`src/rtl/core/dks_pkg.sv`:
```
// shared types, permutation tables and helper functions for the des key schedule
`timescale 1ns / 1ps
package dks_pkg;

  localparam int KEY_W    = 64;
  localparam int HALF_W   = 28;
  localparam int JOIN_W   = 2 * HALF_W;
  localparam int SUBKEY_W = 48;
  localparam int ROUND_W  = 4;
  localparam int ROUNDS   = 16;

  typedef logic [JOIN_W-1:0]   halves_t;
  typedef logic [HALF_W-1:0]   half_t;
  typedef logic [SUBKEY_W-1:0] subkey_t;
  typedef logic [ROUND_W-1:0]  round_t;

  localparam round_t LAST_ROUND = round_t'(ROUNDS - 1);

  // key bit selection that drops parity, first listed key bit is the msb
  localparam logic [6:0] PC1_TAB [JOIN_W] = '{
    7'd57, 7'd49, 7'd41, 7'd33, 7'd25, 7'd17, 7'd9,
    7'd1,  7'd58, 7'd50, 7'd42, 7'd34, 7'd26, 7'd18,
    7'd10, 7'd2,  7'd59, 7'd51, 7'd43, 7'd35, 7'd27,
    7'd19, 7'd11, 7'd3,  7'd60, 7'd52, 7'd44, 7'd36,
    7'd63, 7'd55, 7'd47, 7'd39, 7'd31, 7'd23, 7'd15,
    7'd7,  7'd62, 7'd54, 7'd46, 7'd38, 7'd30, 7'd22,
    7'd14, 7'd6,  7'd61, 7'd53, 7'd45, 7'd37, 7'd29,
    7'd21, 7'd13, 7'd5,  7'd28, 7'd20, 7'd12, 7'd4
  };

  // subkey compression, counted from the msb of the joined halves
  localparam logic [5:0] PC2_TAB [SUBKEY_W] = '{
    6'd14, 6'd17, 6'd11, 6'd24, 6'd1,  6'd5,
    6'd3,  6'd28, 6'd15, 6'd6,  6'd21, 6'd10,
    6'd23, 6'd19, 6'd12, 6'd4,  6'd26, 6'd8,
    6'd16, 6'd7,  6'd27, 6'd20, 6'd13, 6'd2,
    6'd41, 6'd52, 6'd31, 6'd37, 6'd47, 6'd55,
    6'd30, 6'd40, 6'd51, 6'd45, 6'd33, 6'd48,
    6'd44, 6'd49, 6'd39, 6'd56, 6'd34, 6'd53,
    6'd46, 6'd42, 6'd50, 6'd36, 6'd29, 6'd32
  };

  // rounds that rotate by two places, round 0 in bit 0
  localparam logic [ROUNDS-1:0] ROT_TWO = 16'b0111_1110_1111_1100;

  // select 56 key bits, parity bits dropped
  function automatic halves_t pc1(input logic [KEY_W-1:0] key);
    halves_t sel;
    sel = '0;
    for (int i = 0; i < JOIN_W; i++) begin
      sel[JOIN_W-1-i] = key[6'(KEY_W - int'(PC1_TAB[i]))];
    end
    return sel;
  endfunction

  // compress joined halves into a round subkey
  function automatic subkey_t pc2(input halves_t joined);
    subkey_t sk;
    sk = '0;
    for (int j = 0; j < SUBKEY_W; j++) begin
      sk[SUBKEY_W-1-j] = joined[6'(JOIN_W - int'(PC2_TAB[j]))];
    end
    return sk;
  endfunction

  // rotate one half left by one or two places
  function automatic half_t rotl28(input half_t v, input logic two);
    half_t r;
    if (two) begin
      r = {v[HALF_W-3:0], v[HALF_W-1:HALF_W-2]};
    end else begin
      r = {v[HALF_W-2:0], v[HALF_W-1]};
    end
    return r;
  endfunction

endpackage

```
`src/rtl/core/dks_front.sv`:
```
// front end: takes key requests, selects the 56 key bits and holds the halves
`timescale 1ns / 1ps
module dks_front (
  input  logic                          clk,
  input  logic                          rst_n,
  input  logic                          in_tvalid,
  output logic                          in_tready,
  input  logic [dks_pkg::KEY_W-1:0]     in_tdata,
  output logic                          push_valid,
  input  logic                          push_ready,
  output dks_pkg::halves_t              push_data
);
  import dks_pkg::*;

  logic    hold_valid_r;
  logic    hold_valid_nxt;
  halves_t hold_r;
  logic    accept;

  // holding register frees up whenever the queue takes its entry
  assign in_tready  = !hold_valid_r || push_ready;
  assign accept     = in_tvalid && in_tready;
  assign push_valid = hold_valid_r;
  assign push_data  = hold_r;

  always_comb begin
    hold_valid_nxt = hold_valid_r;
    if (accept) begin
      hold_valid_nxt = 1'b1;
    end else if (push_ready) begin
      hold_valid_nxt = 1'b0;
    end
  end

  // control state
  always_ff @(posedge clk) begin
    if (!rst_n) begin
      hold_valid_r <= 1'b0;
    end else begin
      hold_valid_r <= hold_valid_nxt;
    end
  end

  // permuted key halves
  always_ff @(posedge clk) begin
    if (accept) begin
      hold_r <= pc1(in_tdata);
    end
  end

endmodule

```
`src/rtl/core/dks_queue.sv`:
```
// two-entry queue of permuted keys between front end and round engine
`timescale 1ns / 1ps
module dks_queue (
  input  logic             clk,
  input  logic             rst_n,
  input  logic             push_valid,
  output logic             push_ready,
  input  dks_pkg::halves_t push_data,
  output logic             pop_valid,
  input  logic             pop_ready,
  output dks_pkg::halves_t pop_data
);
  import dks_pkg::*;

  halves_t    mem_r [2];
  logic       wr_ptr_r;
  logic       rd_ptr_r;
  logic [1:0] count_r;
  logic [1:0] count_nxt;
  logic       do_push;
  logic       do_pop;

  assign push_ready = (count_r != 2'd2);
  assign pop_valid  = (count_r != 2'd0);
  assign pop_data   = mem_r[rd_ptr_r];
  assign do_push    = push_valid && push_ready;
  assign do_pop     = pop_valid && pop_ready;

  always_comb begin
    count_nxt = count_r;
    if (do_push && !do_pop) begin
      count_nxt = count_r + 2'd1;
    end else if (do_pop && !do_push) begin
      count_nxt = count_r - 2'd1;
    end
  end

  // pointers and fill level
  always_ff @(posedge clk) begin
    if (!rst_n) begin
      wr_ptr_r <= 1'b0;
      rd_ptr_r <= 1'b0;
      count_r  <= 2'd0;
    end else begin
      if (do_push) begin
        wr_ptr_r <= !wr_ptr_r;
      end
      if (do_pop) begin
        rd_ptr_r <= !rd_ptr_r;
      end
      count_r <= count_nxt;
    end
  end

  // entry storage
  always_ff @(posedge clk) begin
    if (do_push) begin
      mem_r[wr_ptr_r] <= push_data;
    end
  end

endmodule

```
`src/rtl/core/dks_rounds.sv`:
```
// round engine: rotates halves one round per unstalled cycle, registers each subkey
`timescale 1ns / 1ps
module dks_rounds (
  input  logic             clk,
  input  logic             rst_n,
  input  logic             pop_valid,
  output logic             pop_ready,
  input  dks_pkg::halves_t pop_data,
  output logic             out_tvalid,
  input  logic             out_tready,
  output dks_pkg::subkey_t out_subkey,
  output dks_pkg::round_t  out_round,
  output logic             out_last
);
  import dks_pkg::*;

  logic    busy_r;
  round_t  rnd_r;
  half_t   c_r;
  half_t   d_r;
  logic    out_valid_r;
  subkey_t out_subkey_r;
  round_t  out_round_r;
  logic    out_last_r;

  halves_t src;
  half_t   c_nxt;
  half_t   d_nxt;
  logic    slot_free;
  logic    adv;

  // start from the queue head or continue from the stored halves
  assign src       = busy_r ? {c_r, d_r} : pop_data;
  assign c_nxt     = rotl28(src[JOIN_W-1:HALF_W], ROT_TWO[rnd_r]);
  assign d_nxt     = rotl28(src[HALF_W-1:0], ROT_TWO[rnd_r]);
  assign slot_free = !out_valid_r || out_tready;
  assign adv       = slot_free && (busy_r || pop_valid);
  assign pop_ready = slot_free && !busy_r;

  assign out_tvalid = out_valid_r;
  assign out_subkey = out_subkey_r;
  assign out_round  = out_round_r;
  assign out_last   = out_last_r;

  // round sequencing and output valid
  always_ff @(posedge clk) begin
    if (!rst_n) begin
      busy_r      <= 1'b0;
      rnd_r       <= '0;
      out_valid_r <= 1'b0;
    end else begin
      if (adv) begin
        rnd_r  <= rnd_r + round_t'(1);
        busy_r <= (rnd_r != LAST_ROUND);
      end
      if (adv) begin
        out_valid_r <= 1'b1;
      end else if (out_tready) begin
        out_valid_r <= 1'b0;
      end
    end
  end

  // halves and output payload
  always_ff @(posedge clk) begin
    if (adv) begin
      c_r          <= c_nxt;
      d_r          <= d_nxt;
      out_subkey_r <= pc2({c_nxt, d_nxt});
      out_round_r  <= rnd_r;
      out_last_r   <= (rnd_r == LAST_ROUND);
    end
  end

`ifndef SYNTHESIS
  // idle engine always waits at round zero
  a_idle_round_zero: assert property (@(posedge clk) disable iff (!rst_n)
    !busy_r |-> rnd_r == '0)
    else $error("round counter not zero while idle");

  // flagged subkey is the sixteenth
  a_last_is_round15: assert property (@(posedge clk) disable iff (!rst_n)
    out_valid_r && out_last_r |-> out_round_r == LAST_ROUND)
    else $error("last flag on wrong round");

  // no gap inside one key's run of subkeys
  a_no_gap: assert property (@(posedge clk) disable iff (!rst_n)
    out_valid_r && out_tready && !out_last_r |=> out_valid_r)
    else $error("gap inside subkey run");

  // a new schedule begins with round zero
  a_start_round0: assert property (@(posedge clk) disable iff (!rst_n)
    $rose(busy_r) |-> out_valid_r && out_round_r == '0)
    else $error("schedule did not start at round zero");
`endif

endmodule

```
`src/rtl/core/des_key_schedule.sv`:
```
// Path: a taken key request is registered in the front-end holding register, then
// in the queue; each subkey is registered at the round engine output.
// Throughput: one subkey per cycle while the output is not stalled, from the round
// engine, which holds the rotating halves and issues one round per cycle.
// Reset: synchronous active-low rst_n clears queue, holding and output valid state.
`timescale 1ns / 1ps
module des_key_schedule (
  input  logic                            clk,
  input  logic                            rst_n,
  input  logic                            in_tvalid,
  output logic                            in_tready,
  input  logic [dks_pkg::KEY_W-1:0]       in_tdata,   // [63:0] key
  output logic                            out_tvalid,
  input  logic                            out_tready,
  output logic [dks_pkg::SUBKEY_W-1:0]    out_tdata,  // [47:0] subkey
  output logic [dks_pkg::ROUND_W-1:0]     out_tuser,  // [3:0] round_index
  output logic                            out_tlast   // last_round
);
  import dks_pkg::*;

  logic    push_valid;
  logic    push_ready;
  halves_t push_data;
  logic    pop_valid;
  logic    pop_ready;
  halves_t pop_data;

  // key intake and parity-dropping bit selection
  dks_front u_front (
    .clk        (clk),
    .rst_n      (rst_n),
    .in_tvalid  (in_tvalid),
    .in_tready  (in_tready),
    .in_tdata   (in_tdata),
    .push_valid (push_valid),
    .push_ready (push_ready),
    .push_data  (push_data)
  );

  // decoupling queue
  dks_queue u_queue (
    .clk        (clk),
    .rst_n      (rst_n),
    .push_valid (push_valid),
    .push_ready (push_ready),
    .push_data  (push_data),
    .pop_valid  (pop_valid),
    .pop_ready  (pop_ready),
    .pop_data   (pop_data)
  );

  // round rotation and subkey compression
  dks_rounds u_rounds (
    .clk        (clk),
    .rst_n      (rst_n),
    .pop_valid  (pop_valid),
    .pop_ready  (pop_ready),
    .pop_data   (pop_data),
    .out_tvalid (out_tvalid),
    .out_tready (out_tready),
    .out_subkey (out_tdata),
    .out_round  (out_tuser),
    .out_last   (out_tlast)
  );

endmodule

```
`config.mk`:
```
export PLATFORM = sky130hd
export DESIGN_NAME = des_key_schedule
export DESIGN_NICKNAME = d
export VERILOG_FILES = /design/src/rtl/core/dks_pkg.sv /design/src/rtl/core/dks_front.sv /design/src/rtl/core/dks_queue.sv /design/src/rtl/core/dks_rounds.sv /design/src/rtl/core/des_key_schedule.sv
export SDC_FILE = /design/constraint.sdc
export NUM_CORES = 1
export LEC_CHECK = 0
export ABC_AREA = 1
export BUFFER_PORTS_ARGS = -buffer_cell sky130_fd_sc_hd__clkbuf_2
export CAP_MARGIN = 25
export CORE_UTILIZATION = 23
export DETAILED_ROUTE_END_ITERATION = 7
export GPL_TIMING_DRIVEN = 0
export SYNTH_ARGS = -nofsm -noshare
export SYNTH_HDL_FRONTEND = slang
export SYNTH_SLANG_ARGS = --single-unit
```
`constraint.sdc`:
```
create_clock -name clk -period 2.8 [get_ports clk]
set_input_delay 0 -clock clk [delete_from_list [all_inputs] [get_ports clk]]
set_output_delay 0 -clock clk [all_outputs]
set_load 0.01 [all_outputs]
```
==> impl_metrics.json, run 1 <==
{
  "cts_sinks": 158,
  "arrival_ps": 2240,
  "io_buffers": 65,
  "critPathRequiredTime_ps": 3110,
  "grt-ovfl-total": 0,
  "reg2reg_depth": 8,
  "antenna_cells": 0,
  "synth_edf_count": 145,
  "cts_buffers": 17,
  "critPathLaunchType": "register",
  "postCtsSetupBuffers": 0,
  "post-route-period-util": 0.689,
  "cts_root_buf": "clkbuf_16",
  "io_pins": 123,
  "synthDistinctLibCells": 23,
  "hold_path.class": "in -> reg",
  "fillers": 2917,
  "multiInputGateArea_um2": 1490,
  "yosysMostFrequentCell": "edfxtp_1",
  "wl_um": 14500,
  "die-height_um": 172,
  "yosys-top-cells-count": "145 x edfxtp_1, 89 x nand2_1, 76 x nand3_1",
  "maxSlewViolCount": 0,
  "placeableCoreArea_um2": 28100,
  "wl_per_cell_um": 13.7,
  "routabilityCongestion": 0.765,
  "path_clk_slew_ps": 60,
  "start_util": 0.236,
  "final_util": 0.299,
  "layout.nets": 741,
  "timing_worst_setup_path_type": "reg -> reg",
  "min_period_ps": 1930,
  "yosys_register_bits": 158,
  "synth_top_cell_area_share": 0.656,
  "final_cell_count_no_fill": 1062,
  "seqCellArea_um2": 4610,
  "ant_nets": 0,
  "ys_top_cells_by_area": "edfxtp_1 66%, nand3_1 5.7%, buf_4 5.7%",
  "cpMaxStageDelayCell": "dfxtp_1",
  "syn_area_um2": 6640,
  "area_growth_syn_to_layout_pct": 26.7,
  "first_iter_violations": 360,
  "power_density_nw_per_um2": 1110,
  "p_leak_nw": 3.30,
  "yosysSeqAreaShare": 0.695,
  "ys.flop_type": "edfxtp_1",
  "setup_viol": 0,
  "grt.busiest_layer": "met2",
  "fp.dieW_um": 172,
  "cp_top_family": "compound AO/OA/AOI/OAI gates",
  "syn_inst": 534,
  "yosysTopAreaCell": "edfxtp_1",
  "firstDrtPassIters": 5,
  "slew_headroom": 0.421,
  "fmax_mhz": 519,
  "yosys_warnings": 0,
  "path_cells": "inv_1 -> o21ai_1 -> inv_1 -> ha_1 -> a21oi_1 -> o21ai_0 -> o21ai_0 -> a21oi_1",
  "cp-startpoint": "u_queue.count_r[1]$_SDFFE_PN0P_",
  "drive_gt1_frac": 0.254,
  "status": "finished clean",
  "dpl.hpwl_um": 10200,
  "grt_usage": 0.105,
  "grt_pass1_wl_um": 22700,
  "die_area_um2": 29500,
  "cts_tree": "done",
  "met2_usage": 0.155,
  "clock_skew_ps": 9.68,
  "grt_pass1_vias": 4034,
  "hold_ws_ps": 281,
  "antenna_found_initial": 0,
  "tightest_slew_ps": 867,
  "crit_fanout": 3,
  "grt_max_degree": 37,
  "hold_violations": 0,
  "vias": 4258,
  "syn_avg_cell_area_um2": 12.4,
  "critPathMaxStageDelay_ps": 400,
  "htree_num_levels": 4,
  "endpoint_kind": "register",
  "placed_cells": 999,
  "rsz0062_at_grt": "no",
  "use_met1": 0.144,
  "cap_violations": 0,
  "ys_async_sr_fraction": 0,
  "r2r_setup_slack_ps": 870,
  "clk_path_buf_depth": 2,
  "insertion_delay_ps": 430,
  "drc": 0,
  "met3_usage": 0.0259,
  "hp-start": "in_tdata[4]",
  "hold_depth": 2,
  "timing.rr.end": "u_queue.count_r[1]$_SDFFE_PN0P_",
  "vias_per_cell": 4.01,
  "path_buf_inv": 2,
  "fp-row-count": 61,
  "ir_drop_v": 0.000553,
  "min_to": "u_front.push_data[31]$_DFFE_PP_",
  "reg2reg_from": "u_queue.count_r[1]$_SDFFE_PN0P_",
  "cts_resized": 0
}
==> power breakdown <==
part	switching, mW	internal, mW	total [mW]
sequential	0.407	3.60	4.01
combinational	2.01	1.21	3.22
clock	0.962	1.13	2.09
total	3.38	5.94	9.32
==> metrics by stage <==
step	instance area, um2	total power [mW]	TNS [ps]	worst slack [ps]
after floorplan	6710	6.08	0	662
after global placement	7510	7.17	-2240	-59.6
after detailed placement	7570	7.26	0	917
after CTS	8410	9.40	0	891
after global routing	8410	9.88	0	765
final	8410	9.32	0	872
==> what timing repair did <==
item | 4_1_cts | 5_1_grt
hold endpoints to repair | 37 | 0
hold buffers | 31 | 0
setup endpoints to repair | 0 | 0
==> layout make-up <==
cell class	instances	share of cell area
sequential	158	0.549
multi-input combinational	297	0.177
timing repair buffer	98	0.0813
buffer	75	0.0632
tap	378	0.0563
clock buffer	18	0.0510
clock inverter	14	0.0113
inverter	24	0.0110
==> cells by family (layout without fill, tap and decap cells) <==
logic type | after synthesis | count (layout) | share of synthesized area
and+or+nand+nor | 182 | 182 | 0.123
DFF | 158 | 158 | 0.695
buffers and inverters | 99 | 229 | 0.0941
AOI/OAI and AO/OA | 73 | 73 | 0.0550
muxes | 18 | 18 | 0.0271
adders and majority gates | 2 | 2 | 0.00377
other | 1 | 21 | 0.000565
xor gates and xnor gates | 1 | 1 | 0.00132
==> routing by layer <==
layer,up-vias,part of all wire,wire (um)
met4,0,0.021,301
met3,19,0.046,664
met2,123,0.46,6630
met1,2016,0.48,6930
met5,-,0,0
li1,2100,-,-
==> cells in the final DEF (no fill, tap or decap) <==
| cell | n |
|---|---|
| edfxtp_1 | 145 |
| nand2_1 | 89 |
| nand3_1 | 76 |
| clkbuf_2 | 65 |
| buf_4 | 50 |
| o21ai_1 | 47 |
| dlygate4sd3_1 | 31 |
| inv_1 | 21 |
| o21ai_0 | 21 |
| conb_1 | 21 |
| mux2i_1 | 18 |
| clkbuf_16 | 17 |
| buf_2 | 14 |
| dfxtp_1 | 13 |
| nor2_1 | 8 |
| buf_6 | 6 |
| clkbuf_1 | 6 |
| a21oi_1 | 5 |
| clkinv_1 | 5 |
| nor2_4 | 4 |
| clkinvlp_4 | 4 |
| nand2_4 | 2 |
| inv_2 | 2 |
| nand2_2 | 2 |
| ha_1 | 2 |
| inv_6 | 2 |
| clkinv_4 | 2 |
| inv_4 | 1 |
| nand4_1 | 1 |
| xor2_1 | 1 |
| inv_8 | 1 |
| buf_16 | 1 |
| buf_12 | 1 |
==> worst register-to-register path: cells and delay by family (launching register included) <==
kind	cells	cell delay (ps)
adder cells (fa/ha/maj)	1	330
buffers and inverters	2	210
AO/OA/AOI/OAI	5	870
flip-flops	1	400
==> worst max-delay path by stage <==
stage                                            endpoint  slack (ps)  cells past startpoint
final                     u_queue.count_r[1]$_SDFFE_PN0P_         870                      8
after detailed placement  u_queue.count_r[1]$_SDFFE_PN0P_         920                      8
after global placement     u_queue.mem_r[1][17]$_DFFE_PP_         -60                      2
after CTS                 u_queue.count_r[1]$_SDFFE_PN0P_         890                      8
after global routing      u_queue.count_r[1]$_SDFFE_PN0P_         770                      8
after floorplan             u_queue.mem_r[1][0]$_DFFE_PP_         660                      3
==> registers in the layout, summed over array words and instances (netlist names), named ones only <==
signal	cells
u_queue.rd_ptr_r	1
u_front.push_valid	1
u_rounds.out_round	4
u_rounds.d_r	27
u_rounds.out_subkey	1
u_front.push_data	28
u_queue.mem_r	56
u_rounds.out_tvalid	1
u_queue.count_r	2
u_rounds.out_last	1
u_rounds.c_r	28
u_rounds.rnd_r	4
u_rounds.busy_r	1
u_queue.wr_ptr_r	1
No activity file was read; power rests on OpenSTA's default activity.
==> inputs of run 2 (changes only) <==
==> constraint.sdc (replaced) <==
create_clock -name clk -period 1.6 [get_ports clk]
set_input_delay 0 -clock clk [delete_from_list [all_inputs] [get_ports clk]]
set_output_delay 0 -clock clk [all_outputs]
set_load 0.01 [all_outputs]
==> run 2 against run 1 <==
Compared with the run above: the run now ends with negative setup slack left; critical path depth unchanged; flip-flop and latch count unchanged; utilization rose by 0.33 points; clock skew fell by 0.69 ps; routed wire length grew 0.96%; count of clock-buffer cells in the layout down 1; via count up 0.92%; first-iteration DRC count down 13%; combinational power grew 75%; sequential share of layout area fell by 0.56 points; maximum frequency increased by 19%; worst setup slack got worse by 890 ps.
==> impl_metrics.json, run 2 (synthesis gave the netlist of run 1 again) <==
{
  "cts_root_buf": "clkbuf_16",
  "start_util": 0.236,
  "p_leak_nw": 3.33,
  "critPathRequiredTime_ps": 1910,
  "die-height_um": 172,
  "ir_drop_v": 0.000945,
  "final_util": 0.303,
  "dpl.hpwl_um": 10000,
  "largest_reg_flops": 56,
  "rsz0062_at_grt": "yes",
  "mostFrequentLayoutCell": "edfxtp_1",
  "cts_sinks": 158,
  "grt_pass1_wl_um": 22200,
  "antenna_cells": 0,
  "routabilityCongestion": 0.762,
  "top_register": "u_queue.mem_r",
  "grt_max_degree": 65,
  "p_sw_mw": 5.95,
  "clk_path_buf_depth": 2,
  "min_to": "u_front.push_data[24]$_DFFE_PP_",
  "grt_pass1_vias": 3898,
  "cap_violations": 0,
  "timing_worst_setup_path_type": "reg -> reg",
  "slew_headroom": 0.412,
  "layout.nets": 742,
  "vias": 4297,
  "wl_per_cell_um": 13.8,
  "area_growth_syn_to_layout_pct": 28.1,
  "placed_cells": 997,
  "post-route-period-util": 1.01,
  "grt_usage": 0.103,
  "firstDrtPassIters": 5,
  "die_area_um2": 29500,
  "vias_per_cell": 4.04,
  "antenna_found_initial": 0,
  "intPower_mw": 10.7,
  "path_clk_slew_ps": 60,
  "critPathLaunchType": "register",
  "clock_skew_ps": 9.00,
  "endpoint_kind": "register",
  "p_comb_frac": 0.338,
  "maxSlewViolCount": 0,
  "first_iter_violations": 312,
  "drive_gt1_frac": 0.273,
  "violations": "negative setup slack",
  "crit_fanout": 3,
  "reg2reg_depth": 8,
  "setup_ws_ps": -17.7,
  "final_cell_mix": "145 x edfxtp_1, 88 x nand2_1, 76 x nand3_1",
  "placeableCoreArea_um2": 28100,
  "ant_nets": 0,
  "hold_ws_ps": 282,
  "hold_path.class": "in -> reg",
  "cts_buffers": 17,
  "drc": 0,
  "p_sw_frac": 0.358,
  "r2r_setup_slack_ps": -20,
  "setup_viol": 1,
  "io_buffers": 65,
  "status": "finished with violations",
  "hp-start": "in_tdata[25]",
  "fp.dieW_um": 172,
  "grt-ovfl-total": 0,
  "power_density_nw_per_um2": 1960,
  "htree_num_levels": 4,
  "fmax_mhz": 618,
  "io_pins": 123,
  "hold_depth": 2,
  "tightest_slew_ps": 880,
  "fp-row-count": 61,
  "timing.rr.end": "u_queue.count_r[1]$_SDFFE_PN0P_",
  "tns_ps": -17.7,
  "insertion_delay_ps": 430,
  "reg2reg_from": "u_queue.count_r[1]$_SDFFE_PN0P_",
  "cts_tree": "done",
  "wl_um": 14700,
  "min_period_ps": 1620,
  "pwr-share-clk": 0.241,
  "fillers": 2971,
  "hold_violations": 0,
  "arrival_ps": 1930,
  "final_cell_count_no_fill": 1063,
  "power_frac_seq": 0.421
}
run 2: cell types whose count changed in the layout (fill, tap and decap cells not counted), sizes merged:
cell / before / now
bufinv: 0 / 2
clkbuf: 88 / 87
clkinv: 7 / 4
clkinvlp: 4 / 6
inv: 27 / 28
run 2: routing by layer:
| metal | vias to the layer above | global-route usage | share of wire |
|---|---|---|---|
| met3 | 13 | 0.0272 | 0.044 |
| met1 | 2067 | 0.131 | 0.46 |
| met2 | 113 | 0.168 | 0.48 |
| met5 | - | 0 | 0 |
| met4 | 0 | 0.0358 | 0.015 |
| li1 | 2104 | - | - |
run 2: critical path: stages, from the launching register on:
cell and delay [ps]:
dfxtp_2 370, inv_2 70, o21ai_4 240, inv_1 100, ha_1 320, a21oi_1 130, o21ai_1 100, o21ai_1 130
a21oi_1 50
run 2: how the worst max path moves through the flow:
stage / slack [ps] / cells past startpoint / start / endpoint
after floorplan: -80 / 3 / u_queue.count_r[1]$_SDFFE_PN0P_ / u_queue.mem_r[1][0]$_DFFE_PP_
after global placement: -560 / 2 / u_queue.count_r[0]$_SDFFE_PN0P_ / u_queue.mem_r[1][17]$_DFFE_PP_
after detailed placement: -320 / 8 / u_queue.count_r[1]$_SDFFE_PN0P_ / u_queue.count_r[1]$_SDFFE_PN0P_
after CTS: -110 / 8 / u_queue.count_r[1]$_SDFFE_PN0P_ / u_queue.count_r[1]$_SDFFE_PN0P_
after global routing: -110 / 8 / u_queue.count_r[1]$_SDFFE_PN0P_ / u_queue.count_r[1]$_SDFFE_PN0P_
final: -20 / 8 / u_queue.count_r[1]$_SDFFE_PN0P_ / u_queue.count_r[1]$_SDFFE_PN0P_
run 2: through the flow:
stage	total power, mW	setup slack, ps	cell area, um2
6_report	16.7	-17.7	8500
5_1_grt	17.6	-107	8500
4_1_cts	16.8	-105	8490
3_5_place_dp	12.6	-317	7530
3_3_place_gp	12.5	-562	7520
2_1_floorplan	10.6	-84.5	6720
run 2: cell type report:
cell class / instances / area, um2 / area share
multi-input combinational: 297 / 1500 / 0.177
timing repair inverter: 1 / 7.51 / 0.000883
buffer: 75 / 532 / 0.0625
timing repair buffer: 98 / 676 / 0.0795
clock buffer: 17 / 425 / 0.0500
inverter: 24 / 109 / 0.0128
clock inverter: 15 / 159 / 0.0187
tap: 378 / 473 / 0.0556
sequential: 158 / 4620 / 0.543
run 2: repair_timing:
action                                  CTS  global route
hold buffers                             30             1
buffers inserted                          2             0
gates resized for setup                   7             6
endpoints found under the setup margin  152            86
pin swaps                                 1             2
hold endpoints to repair                 36             1
gates cloned                              1             0
run 2: power by group through the flow:
| stage | clock network, mW | registers [mW] | logic (mW) |
|---|---|---|---|
| finish | 4.01 | 7.00 | 5.64 |
| floorplan | 0 | 6.81 | 3.83 |
| detailed placement | 0 | 7.09 | 5.53 |
| global route | 4.28 | 7.13 | 6.20 |
| CTS | 4.11 | 7.01 | 5.71 |
| global placement | 0 | 7.08 | 5.43 |
